--- config.mk ---
export PLATFORM = sky130hd
export DESIGN_NAME = mpwea_queue
export DESIGN_NICKNAME = d
export VERILOG_FILES = /design/src/mpwea_pkg.sv /design/src/mpwea_queue.sv
export SDC_FILE = /design/constraint.sdc
export NUM_CORES = 1
export LEC_CHECK = 0
export BUFFER_PORTS_ARGS = -buffer_cell sky130_fd_sc_hd__buf_2
export CAP_MARGIN = 15
export CORE_MARGIN = 4
export CORE_UTILIZATION = 47
export CTS_CLUSTER_DIAMETER = 120
export DETAILED_ROUTE_END_ITERATION = 16
export PLACE_DENSITY = 0.74
export SLEW_MARGIN = 0
export SYNTH_ARGS = -nofsm -noshare
export SYNTH_HDL_FRONTEND = slang
export SYNTH_SLANG_ARGS = --single-unit
--- constraint.sdc ---
create_clock -name clk -period 3.55 [get_ports clk]
set_input_delay 0.8875 -clock clk [delete_from_list [all_inputs] [get_ports clk]]
set_output_delay 0.8875 -clock clk [all_outputs]
set_load 0.02 [all_outputs]
--- src/mpwea_pkg.sv ---
// mpwea_pkg: shared types, status codes and length tables for the packed word event assembler
// used by the front classifier, the command queue and the back end
package mpwea_pkg;

	typedef enum logic [1:0] {
		OP_APPEND = 2'd0,
		OP_START  = 2'd1,
		OP_READ   = 2'd2,
		OP_NOP    = 2'd3
	} op_t;

	typedef enum logic [1:0] {
		ST_INCOMPLETE = 2'd0,
		ST_COMPLETE   = 2'd1,
		ST_BROKEN     = 2'd2
	} evst_t;

	localparam logic [7:0] STATUS_MIN   = 8'h80;
	localparam logic [7:0] STATUS_SYSEX = 8'hF0;
	localparam logic [7:0] STATUS_EOX   = 8'hF7;
	localparam logic [7:0] STATUS_RT    = 8'hF8;
	localparam logic [3:0] NIBBLE_SYS   = 4'hF;
	localparam logic [2:0] LEN_INVALID  = 3'd4;
	localparam logic [2:0] LEN_WORD     = 3'd4;

	localparam logic [1:0] HIGH_LEN [0:7] = '{2'd3, 2'd3, 2'd3, 2'd3, 2'd2, 2'd2, 2'd3, 2'd1};
	localparam logic [1:0] LOW_LEN  [0:7] = '{2'd1, 2'd2, 2'd3, 2'd2, 2'd1, 2'd1, 2'd1, 2'd1};

	// classified request handed from the front to the back
	typedef struct packed {
		op_t             op;
		logic [9:0]      read_index;
		logic [3:0][7:0] msg;
		logic            sysex_start;
		logic            short_ok;
		logic [1:0]      short_len;
		logic            spawn_always;
		logic            spawn_if_held;
		logic            eox_found;
		logic [2:0]      sysex_len;
		evst_t           fresh_state;
		logic [2:0]      fresh_size;
	} cmd_t;

	function automatic logic [2:0] short_len(input logic [7:0] status);
		logic [2:0] len;
		if (status < STATUS_MIN) begin
			len = LEN_INVALID;
		end else if (status[7:4] != NIBBLE_SYS) begin
			len = {1'b0, HIGH_LEN[status[6:4]]};
		end else if (!status[3]) begin
			len = {1'b0, LOW_LEN[status[2:0]]};
		end else begin
			len = 3'd1;
		end
		return len;
	endfunction

endpackage

--- src/mpwea_queue.sv ---
// mpwea_queue: two-entry queue of classified requests between front and back
// depends on mpwea_pkg
module mpwea_queue (
	input  logic            clk,
	input  logic            arst_n,
	input  logic            push,
	input  mpwea_pkg::cmd_t push_cmd,
	output logic            full,
	input  logic            pop,
	output logic            valid,
	output mpwea_pkg::cmd_t head
);
	import mpwea_pkg::*;

	cmd_t       entry_q [0:1];
	logic       wr_ptr_q;
	logic       rd_ptr_q;
	logic [1:0] count_q;

	assign full  = (count_q == 2'd2);
	assign valid = (count_q != 2'd0);
	assign head  = entry_q[rd_ptr_q];

	always_ff @(posedge clk) begin
		if (push) begin
			entry_q[wr_ptr_q] <= push_cmd;
		end
	end

	always_ff @(posedge clk or negedge arst_n) begin
		if (!arst_n) begin
			wr_ptr_q <= 1'b0;
			rd_ptr_q <= 1'b0;
			count_q  <= 2'd0;
		end else begin
			if (push) begin
				wr_ptr_q <= !wr_ptr_q;
			end
			if (pop) begin
				rd_ptr_q <= !rd_ptr_q;
			end
			count_q <= count_q + 2'(push) - 2'(pop);
		end
	end

endmodule

Word level (Yosys, flattened, before mapping)
Memory sizes are Yosys's and may differ from the RTL's.
Cells that the tools add are included.
{"block": "word_totals", "register_bits": 4, "ram_bits": 118, "input_bits": 63, "output_inout_bits": 61, "n_memories": 1}
{"name": "entry_q", "depth": 2, "word_bits": 59, "read_ports": 1, "rd_clocked_by_memory_dff": 0, "wr": 1, "line_no": "mpwea_queue.sv:15", "text": "cmd_t entry_q [0:1];"}
{"block": "classes", "add_sub_neg": 2, "n_eq_ne": 1, "muxes": 2, "reduce_logical": 3}
{"cell": "adder 2 x 1 -> 2 bit", "n": 1}
{"cell": "equality test 2 bit, second input constant", "n": 1}
{"cell": "logical NOT 1 bit", "n": 2}
{"cell": "2-to-1 mux 1 bit", "n": 2}
{"cell": "nonzero test 2 bit", "n": 1}
{"cell": "subtractor 2 x 1 -> 2 bit", "n": 1}

Logic depth before layout (Yosys ltp)
{"block": "depth", "ltp_word": 2, "ltp_mapped": 5}

Worst setup path after synthesis
No wires, ideal clock.
{"block": "synth_timing", "path_type": "input -> register", "startpoint": "input port push", "endpoint": "memory entry_q[0][0] in the netlist's numbering (enable)", "setup_ns": 0.483, "arrival_ns": 3.488, "required_time_ns": 3.067, "setup_slack_ns": -0.422, "stages": 1, "n_path_buf": 0, "path_cell_list": "nor2b_1"}
{"block": "synth_via", "elab_chain_len": 2}
{"item": "from (decl)", "line_no": "mpwea_queue.sv:6", "text": "input logic push,"}
{"item": "2-to-1 mux 1 bit", "line_no": "mpwea_queue.sv:25", "text": "if (push) begin"}
{"item": "2-to-1 mux 1 bit (not written as such)", "line_no": "mpwea_queue.sv:26", "text": "entry_q[wr_ptr_q] <= push_cmd;"}
{"item": "to (decl)", "line_no": "mpwea_queue.sv:15"}
No other way between the ends.

==> summary.txt <==
Global route
  • Pin count of the biggest net entering global routing: 35
  • Vias in the first global route: 2,501
  • GRT overflow: 0
  • GRT Util Overall: 14.09%
  • First-pass GRT wire length: 12,010 um
  • Initial antenna violation count: 1

Clock network
  • Maximum clock insertion buffer count: 2
  • Clock-pin slew on the worst setup and hold paths: 0.06 ns
  • Sink Count: 122
  • CTS tree: yes
  • Cts bufs inserted: 17
  • Post-CTS Setup Inserts: 0
  • H-tree Lvls: 4
  • Hold-fix buffers, CTS: 0
  • # resized after CTS: 0
  • Worst skew pair latency: 0.50 ns
  • Root Buffer: clkbuf_8

Floorplan
  • Starting Density: 48.47%
  • Die H: 108.6 um
  • Core footprint: 9819 um2
  • Row cnt: 36
  • Die area: 11,800 um2
  • I/O Pins: 124
  • Die W: 108.6 um

Route
  • Routed len/inst: 16.32 um
  • DR vias/cell: 4.702
  • DRT Pass-1 Iters: 4
  • Number of routed nets with antenna violations: 0
  • Vias: 2,276
  • Starting DRC count in detailed routing: 83
  • Final WL: 7898 um
  • Drt drc: 0

STA
  • Final worst path period share: 86.80%
  • RSZ-0062 raised after global routing: false
  • Min Clock Period, post-route: 3.081 ns
  • Achievable Freq: 0.3245 GHz
  • Worst slew pin tran: 0.6555 ns
  • Final-report setup violation count: 0
  • Final hold vios: 0
  • Fin Setup TNS: 0 ns
  • Pins Over Slew Limit: 0
  • Max Clock Skew: 0.007339 ns
  • Slew HR: 56.30%

Synth
  • Synth Warn #: 0
  • Library cells used by synthesis: 12
  • Cell taking the most area after synthesis: edfxtp_1
  • Mapped Nets: 264
  • Synth top area share: 74.45%
  • Register area share after synthesis: 76.55%
  • Syn Inst Count: 199
  • Mapped cell area: 4760 um2
  • Seq cells post-synth: 122
  • Synth Area per Inst: 23.92 um2
  • Top cells by area, synth: edfxtp_1 74%, mux2_4 19%, buf_12 2.5%, dfrtp_1 2.1%, ha_1 0.53%

Power and ir drop
  • Power per cell area: 874.1 nW/um2
  • Overall power: 5.266 mW
  • Switch Pwr: 1.557 mW
  • Clock power share: 29.5%
  • Pint: 3.709 mW
  • Max VDD drop: 0.3941 mV
  • Reg power frac: 39.8%
  • Leakage power: 2.481 nW
  • Gate power share: 30.7%
  • Switching fraction of total power: 29.57%

Setup path
  • Reg-to-Reg Start: wr_ptr_q
  • CP Class: register to primary output
  • Crit path DAT: 2.19 ns
  • Worst setup EP type: primary output
  • Critical-path maximum fanout: 32
  • Critical Path Start Type: register
  • CP required: 2.66 ns
  • Worst Setup SP: rd_ptr_q

Worst hold path
  • Hold Crit Class: input port to async pin

Flow run
  • Max Cap Viol: 0

Placed design
  • Post-DP HPWL: 5373 um
  • Port Buffers: 123
  • GPL Wtd Cong: 0.7026

Layout
  • Nets: 403
  • Ant. Diodes: 0
  • Layout cell share with drive strength beyond 1: 61.82%
  • Area Growth Syn to Fin: 26.58%

Status
  • Status: finished, final reports clean
[synth_stat cells]
cell type	number
ha_1	2
mux2_4	59
xor3_1	1
dfrtp_1	4
nor2b_1	2
buf_6	1
buf_12	6
edfxtp_1	118
xor2_1	2
inv_1	2
and2_1	1
or2_2	1
[power groups by stage]
stage	combinational, mW	clock [mW]	sequential, mW
floorplan	1.42	0	2.01
global placement	1.64	0	2.11
detailed placement	1.65	0	2.13
CTS	1.65	1.59	2.11
global route	1.73	1.67	2.13
finish	1.62	1.55	2.09
[path summary, 6_finish.rpt]
check / to / slack (ns) / cells after the start
min in group clk: wr_ptr_q / 0.55 / 1
worst min register to register: wr_ptr_q / 0.55 / 1
worst min-delay path: count_q[0] / 0.18 / 1
worst max register to register: entry_q[1][21] / 1.90 / 2
max in group asynchronous: rd_ptr_q / 3.23 / 1
worst max-delay path: head[44] / 0.47 / 3
[flip-flops by register name (all words and copies together), names as in the netlist]
name,count
count_q,2
rd_ptr_q,1
wr_ptr_q,1
entry_q,118
[per-stage QoR]
| step | utilization [%] | hold slack (ns) | area, um2 | setup slack [ns] | std cells |
|---|---|---|---|---|---|
| floorplan | - | 0.4731 | 4762 | 0.6815 | 199 |
| global placement | 55.78 | 0.5239 | 5478 | 0.9835 | 452 |
| detailed placement | 55.78 | 0.5463 | 5478 | 0.9717 | 452 |
| CTS | 61.35 | 0.1576 | 6025 | 0.4224 | 484 |
| global route | 61.35 | 0.1521 | 6025 | 0.3788 | 484 |
| finish | 61.35 | 0.1801 | 6025 | 0.4685 | 484 |
[kinds of logic after synthesis]
group,share of synthesized area [%]
XOR/XNOR,0.8675
buffers and inverters,2.918
multiplexers,18.61
AND/OR/NAND/NOR,0.5259
flip-flops,76.55
adder cells (fa/ha/maj),0.5257
[routing by layer]
metal / global-route usage (%) / routed length [um]
met5: 0 / 7
met4: 6.763 / 111
met3: 5.802 / 567
met2: 23.74 / 4254
met1: 15.47 / 2958
[placed cells by master, fill, tap and decap left out, drive strengths merged]
cell type / Yosys / routed
clkinvlp: 0 / 2
clkinv: 0 / 5
ha: 2 / 2
mux2: 59 / 59
clkbuf: 0 / 23
and2: 1 / 1
inv: 2 / 2
buf: 7 / 127
nor2b: 2 / 2
bufinv: 0 / 2
edfxtp: 118 / 118
dfrtp: 4 / 4
or2: 1 / 1
xor3: 1 / 1
xor2: 2 / 2
[worst max-delay path: stages, from the launching register on]
cell and delay, ns:
dfrtp_4 0.81, buf_12 0.32, mux2_4 0.34, buf_2 0.16
[area by class of cell]
class / count / area, um2
clock buffer: 23 / 446.7
clock inverter: 9 / 100.1
fill: 766 / 3795
inverter: 2 / 7.507
multi-input combinational: 68 / 985.9
sequential: 122 / 3647
tap: 133 / 166.4
timing repair buffer: 127 / 670.6
Note: power is estimated with default switching activity, not from simulation.
