$ cat config.mk
export PLATFORM = sky130hd
export DESIGN_NAME = mpwea_front
export DESIGN_NICKNAME = d
export VERILOG_FILES = /design/src/mpwea_pkg.sv /design/src/mpwea_front.sv
export SDC_FILE = /design/constraint.sdc
export NUM_CORES = 1
export LEC_CHECK = 0
export ABC_AREA = 1
export BUFFER_PORTS_ARGS = -buffer_cell sky130_fd_sc_hd__buf_2
export CAP_MARGIN = 0
export CELL_PAD_IN_SITES_DETAIL_PLACEMENT = 1
export CELL_PAD_IN_SITES_GLOBAL_PLACEMENT = 1
export CORE_ASPECT_RATIO = 0.75
export CORE_MARGIN = 2
export CORE_UTILIZATION = 15
export DETAILED_ROUTE_END_ITERATION = 12
export GPL_ROUTABILITY_DRIVEN = 0
export PLACE_DENSITY = 0.84
export SYNTH_ARGS = -nofsm -noshare
export SYNTH_HDL_FRONTEND = slang
export SYNTH_SLANG_ARGS = --single-unit
$ cat constraint.sdc
create_clock -name vclk -period 0.8
set_input_delay 0.08 -clock vclk [all_inputs]
set_output_delay 0.08 -clock vclk [all_outputs]
set_load 0.01 [all_outputs]
$ cat src/mpwea_pkg.sv
// mpwea_pkg: shared types, status codes and length tables for the packed word event assembler
// used by the front classifier, the command queue and the back end
package mpwea_pkg;

	typedef enum logic [1:0] {
		OP_APPEND = 2'd0,
		OP_START  = 2'd1,
		OP_READ   = 2'd2,
		OP_NOP    = 2'd3
	} op_t;

	typedef enum logic [1:0] {
		ST_INCOMPLETE = 2'd0,
		ST_COMPLETE   = 2'd1,
		ST_BROKEN     = 2'd2
	} evst_t;

	localparam logic [7:0] STATUS_MIN   = 8'h80;
	localparam logic [7:0] STATUS_SYSEX = 8'hF0;
	localparam logic [7:0] STATUS_EOX   = 8'hF7;
	localparam logic [7:0] STATUS_RT    = 8'hF8;
	localparam logic [3:0] NIBBLE_SYS   = 4'hF;
	localparam logic [2:0] LEN_INVALID  = 3'd4;
	localparam logic [2:0] LEN_WORD     = 3'd4;

	localparam logic [1:0] HIGH_LEN [0:7] = '{2'd3, 2'd3, 2'd3, 2'd3, 2'd2, 2'd2, 2'd3, 2'd1};
	localparam logic [1:0] LOW_LEN  [0:7] = '{2'd1, 2'd2, 2'd3, 2'd2, 2'd1, 2'd1, 2'd1, 2'd1};

	// classified request handed from the front to the back
	typedef struct packed {
		op_t             op;
		logic [9:0]      read_index;
		logic [3:0][7:0] msg;
		logic            sysex_start;
		logic            short_ok;
		logic [1:0]      short_len;
		logic            spawn_always;
		logic            spawn_if_held;
		logic            eox_found;
		logic [2:0]      sysex_len;
		evst_t           fresh_state;
		logic [2:0]      fresh_size;
	} cmd_t;

	function automatic logic [2:0] short_len(input logic [7:0] status);
		logic [2:0] len;
		if (status < STATUS_MIN) begin
			len = LEN_INVALID;
		end else if (status[7:4] != NIBBLE_SYS) begin
			len = {1'b0, HIGH_LEN[status[6:4]]};
		end else if (!status[3]) begin
			len = {1'b0, LOW_LEN[status[2:0]]};
		end else begin
			len = 3'd1;
		end
		return len;
	endfunction

endpackage

$ cat src/mpwea_front.sv
// mpwea_front: input handshake and classification of each request into a cmd_t
// depends on mpwea_pkg
module mpwea_front (
	input  logic                s_axis_tvalid,
	output logic                s_axis_tready,
	input  logic [47:0]         s_axis_tdata,  // message[31:0], read_index[41:32], zero
	input  logic [1:0]          s_axis_tuser,  // operation[1:0]
	input  logic                q_full,
	output logic                q_push,
	output mpwea_pkg::cmd_t     q_cmd
);
	import mpwea_pkg::*;

	logic [7:0] status;
	logic [2:0] len;
	logic       eox_found;
	logic [2:0] sysex_len;

	assign s_axis_tready = !q_full;
	assign q_push        = s_axis_tvalid && !q_full;
	assign status        = s_axis_tdata[7:0];
	assign len           = short_len(status);

	// first eox lane, scanned from the top so the lowest match wins
	always_comb begin
		eox_found = 1'b0;
		sysex_len = LEN_WORD;
		for (int i = 3; i >= 0; i--) begin
			if (s_axis_tdata[8*i +: 8] == STATUS_EOX) begin
				eox_found = 1'b1;
				sysex_len = 3'(i + 1);
			end
		end
	end

	always_comb begin
		q_cmd               = '0;
		q_cmd.op            = op_t'(s_axis_tuser);
		q_cmd.read_index    = s_axis_tdata[41:32];
		q_cmd.msg           = s_axis_tdata[31:0];
		q_cmd.sysex_start   = (status == STATUS_SYSEX);
		q_cmd.short_ok      = (len != LEN_INVALID);
		q_cmd.short_len     = len[1:0];
		q_cmd.spawn_always  = (status >= STATUS_RT);
		q_cmd.spawn_if_held = (status >= STATUS_MIN) && (status != STATUS_EOX);
		q_cmd.eox_found     = eox_found;
		q_cmd.sysex_len     = sysex_len;
		if (status == STATUS_SYSEX) begin
			q_cmd.fresh_state = eox_found ? ST_COMPLETE : ST_INCOMPLETE;
			q_cmd.fresh_size  = sysex_len;
		end else if (len != LEN_INVALID) begin
			q_cmd.fresh_state = ST_COMPLETE;
			q_cmd.fresh_size  = len;
		end else begin
			q_cmd.fresh_state = ST_BROKEN;
			q_cmd.fresh_size  = 3'd0;
		end
	end

endmodule

### After elaboration in Yosys (flattened, before gate mapping)

Memories as Yosys holds them, arrays and structs flattened.
Index checks and enable logic that the tools add are counted.
Widths: inputs -> output; s select.

| storage, ports and cells | value |
|---|---|
| ROM bits | 32 |
| bits of input ports | 52 |
| memories | 2 |
| output and inout port bits | 61 |
| flip-flop bits (word level) | 0 |
| word-level logic and storage cells | 37 |

Memory list:

| memory | words | bits a word | rd ports | clocked after memory_dff | wr ports | RTL line | text |
|---|---|---|---|---|---|---|---|
| (no name shown) | 8 | 2 | 1 | 0 | 0 | mpwea_pkg.sv:52 | `len = {1'b0, LOW_LEN[status[2:0]]};` |
| (no name shown) | 8 | 2 | 1 | 0 | 0 | mpwea_pkg.sv:50 | `len = {1'b0, HIGH_LEN[status[6:4]]};` |

| operators by class | value |
|---|---|
| reductions and logical operators | 3 |
| bitwise logic cells | 2 |
| multiplexer cells | 17 |
| eq/ne operators | 8 |
| $lt $le $gt $ge | 5 |

Operators with widths:

| cell | number |
|---|---|
| $eq 8x8->1 const B | 5 |
| $ge 8x8->1 const B | 2 |
| $mux 2 | 6 |
| $mux 3 | 4 |
| $mux 5 | 2 |
| $ge 4x4->1 const B | 2 |
| $lt 8x8->1 const B | 1 |
| $ne 8x8->1 const B | 1 |
| $not 3->4 | 2 |
| $mux 1 | 5 |
| $ne 4x4->1 const B | 1 |
| $ne 3x3->1 const B | 1 |
| $logic_and 1x1->1 | 2 |
| $logic_not 1->1 | 1 |

### Depth between registers and ports, before layout

| depth | value |
|---|---|
| depth after elaboration | 10 |
| gate-level depth with buffers | 8 |
| depth with buffers taken out | 8 |

### Worst setup path before layout

No wires, ideal clock.

| timing path | value |
|---|---|
| kind | input to output |
| start | input s_axis_tdata[21] |
| end | output q_cmd[1] (netlist name) |
| required time | 720 ps |
| cell stages on the path | 6 |
| data arrival time | 736 ps |
| path buffers | 0 |
| path slack | -16 ps |
| cells stage by stage | nand2_1 -> nor2_1 -> nand3b_1 -> a21oi_2 -> nand2_1 -> nand2_1 |

RTL lines:

| element | RTL line | text |
|---|---|---|
| start: declaration | mpwea_front.sv:6 | `input logic [47:0] s_axis_tdata,` |
| end: declaration | mpwea_front.sv:10 | `output mpwea_pkg::cmd_t q_cmd` |

==> metrics.md <==
| Metric | Value |
|---|---|
| Syn Area/Cell | `between 5 and 6 um^2` |
| Seq/Total Area, Yosys | `0` |
| Row cnt | `20` |
| Leakage | `about 0.71 nW` |
| Synth top area cells | `buf_4 53%, nand2_1 15%, nor2_1 7.0%` |
| Unique masters post-synth | `20` |
| Worst stage delay on the critical path | `about 160 ps` |
| Drt drc | `0` |
| Clock buffers | `0` |
| Multi-input logic area | `between 400 and 500 um^2` |
| Fin worst setup slack | `-191 ps` |
| Relative max-transition margin | `0.882` |
| Synth area leader | `buf_4` |
| Cells after synthesis | `about 110` |
| Global Route Usage Sum | `0.0871` |
| Clock power share | `0` |
| Sw Share | `0.488` |
| Peak supply drop | `between 0.1 and 0.15 mV` |
| Worst-path cell chain | `buf_8 > nand2_8 > nor2_4 > nand2_4 > nand4_1 > nand2_1 > nand2_1 > buf_2` |
| Busiest metal layer after global routing | `met2` |
| CP Data Required Time | `between 700 and 800 ps` |
| Post-synth top area share | `0.528` |
| Post-DRT Antenna Nets | `0` |
| # nets final | `between 200 and 250` |
| CP endpoint kind | `output pin` |
| Int Pwr | `roughly 0.00030 W` |
| DR WL/cell | `approximately 12 um` |
| CP Buf/Inv Count | `2` |
| Final hold vios | `0` |
| Largest net degree at the start of global routing | `5` |
| Finished Layout Cells | `about 220` |
| GRT met1 Usage | `0.0902` |
| GRT overflow | `0` |
| # diodes | `0` |
| Worst-Margin Slew | `~180 ps` |
| Setup_tns | `-1380 ps` |
| Hpwl dp | `about 1900 um` |
| Worst path most repeated cell | `nand2_1` |
| I/O pin count | `about 110` |
| Max-cap violation count | `0` |
| Vias per inst | `~3.8` |
| Initial DRC Count | `4` |
| M2 GR Usage | `0.195` |
| Die H | `around 61 um` |
| Post-synth top cells | `45 x buf_4, 26 x nand2_1, 12 x nor2_1` |
| Ys Warns | `0` |
| Fillers | `515` |
| Post-Syn Nets | `between 150 and 200` |
| PwrDens | `around 460 nW/um^2` |
| Initial cell density of the core | `0.157` |
| Die width | `between 70 and 80 um` |
| Register area | `0 um^2` |
| Post-Route WL | `between 2000 and 3000 um` |
| Crit start category | `input port` |
| Vias in the first global route | `between 700 and 800` |
| Total core area | `4080 um^2` |
| Final sequential cell count | `0` |
| RSZ-0062 raised after global routing | `true` |
| Hold-fix buffers, CTS | `0` |
| Via count | `829` |
| Dpl cells | `roughly 210` |
| Seq pwr share | `0` |
| Post-Place Setup Slack | `-263 ps` |
| Area grow syn2layout | `98.6%` |
| Crit path DAT | `910 ps` |
| First-pass GRT wire length | `3370 um` |
| Maximum clock rate | `approximately 1.0 GHz` |
| First-pass DRT Iterations | `3` |
| Count leader, synth | `buf_4` |
| DIE AREA | `between 4000 and 5000 um^2` |
| Layout cell share with drive strength beyond 1 | `0.860` |
| Final worst path period need | `991 ps` |
| Critical-path top delay cell | `nor2_4` |
| Failing checks | `setup timing` |
| Status | `finished, violations left` |
| Comb power frac | `1.000` |
| GR Util met3 | `0.0149` |
| Slew Limit Fails | `0` |
| Final setup viols | `13` |
| Port bufs | `83` |
| Worst-path fanout max | `3` |
| Crit path max-delay family | `simple AND/OR/NAND/NOR gates` |
| Switching power | `0.000284 W` |
| Cell Area, Synth | `roughly 640 um^2` |
| Period utilization | `1.24` |
| Hold WC Path Type | `in -> out` |
| Worst setup path category | `in -> out` |
| Initial antenna violation count | `0` |
==> cell usage in the layout, fill, tap and decap left out, types with 2 or more instances in the layout <==
| cell type | count |
|---|---|
| buf_2 | 63 |
| buf_6 | 19 |
| buf_4 | 12 |
| nand2_2 | 11 |
| nand2_1 | 11 |
| nor2_4 | 8 |
| nand2_4 | 6 |
| inv_1 | 5 |
| nor2_1 | 4 |
| inv_2 | 3 |
| buf_8 | 3 |
| nor2_2 | 2 |
| nor3_2 | 2 |
| buf_12 | 2 |
==> per-layer routing <==
metal  vias up  routed length [um]
li1        397                   -
met1       390                 874
met2        42                1480
met3         0                 203
met4         0                   0
met5         -                   0
==> cells by family (layout without fill, tap and decap cells) <==
group / after synthesis / count (layout) / synth area share
buffers and inverters: 57 / 110 / 0.601
AND/OR/NAND/NOR: 50 / 50 / 0.356
AO/OA/AOI/OAI: 4 / 4 / 0.0431
==> area by class of cell <==
class	count	area share
multi-input cells	54	0.347
repair buffers	99	0.555
well taps	55	0.0542
inverters	11	0.0443
==> path summary, 6_finish.rpt <==
| check | slack [ps] | start | cells after the start | endpoint |
|---|---|---|---|---|
| hold / removal | 160 | s_axis_tdata[41] | 0 | q_cmd[56] |
| setup / recovery | -190 | s_axis_tdata[4] | 8 | q_cmd[3] |
==> per-stage QoR <==
stage | area [um^2] | total power [W] | util | hold WS, ps
floorplan | 652 | 0.000318 | - | 204
global placement | 855 | 0.000388 | 0.210 | 160
detailed placement | 855 | 0.000400 | 0.210 | 160
CTS | 968 | 0.000447 | 0.237 | 160
global route | 1270 | 0.000631 | 0.311 | 160
finish | 1270 | 0.000582 | 0.311 | 160
==> power by group through the flow <==
stage / clock network (W) / logic [W] / registers (W)
2_1_floorplan: 0 / 0.000318 / 0
5_1_grt: 0 / 0.000631 / 0
3_3_place_gp: 0 / 0.000388 / 0
6_report: 0 / 0.000582 / 0
3_5_place_dp: 0 / 0.000400 / 0
4_1_cts: 0 / 0.000447 / 0
==> what timing repair did <==
action / in CTS / in global routing
gates resized for setup: 24 / 62
endpoints found under the setup margin: 11 / 13
buffers inserted: 2 / 7
pin swaps: 10 / 24
(Power assumes the default switching activity.)
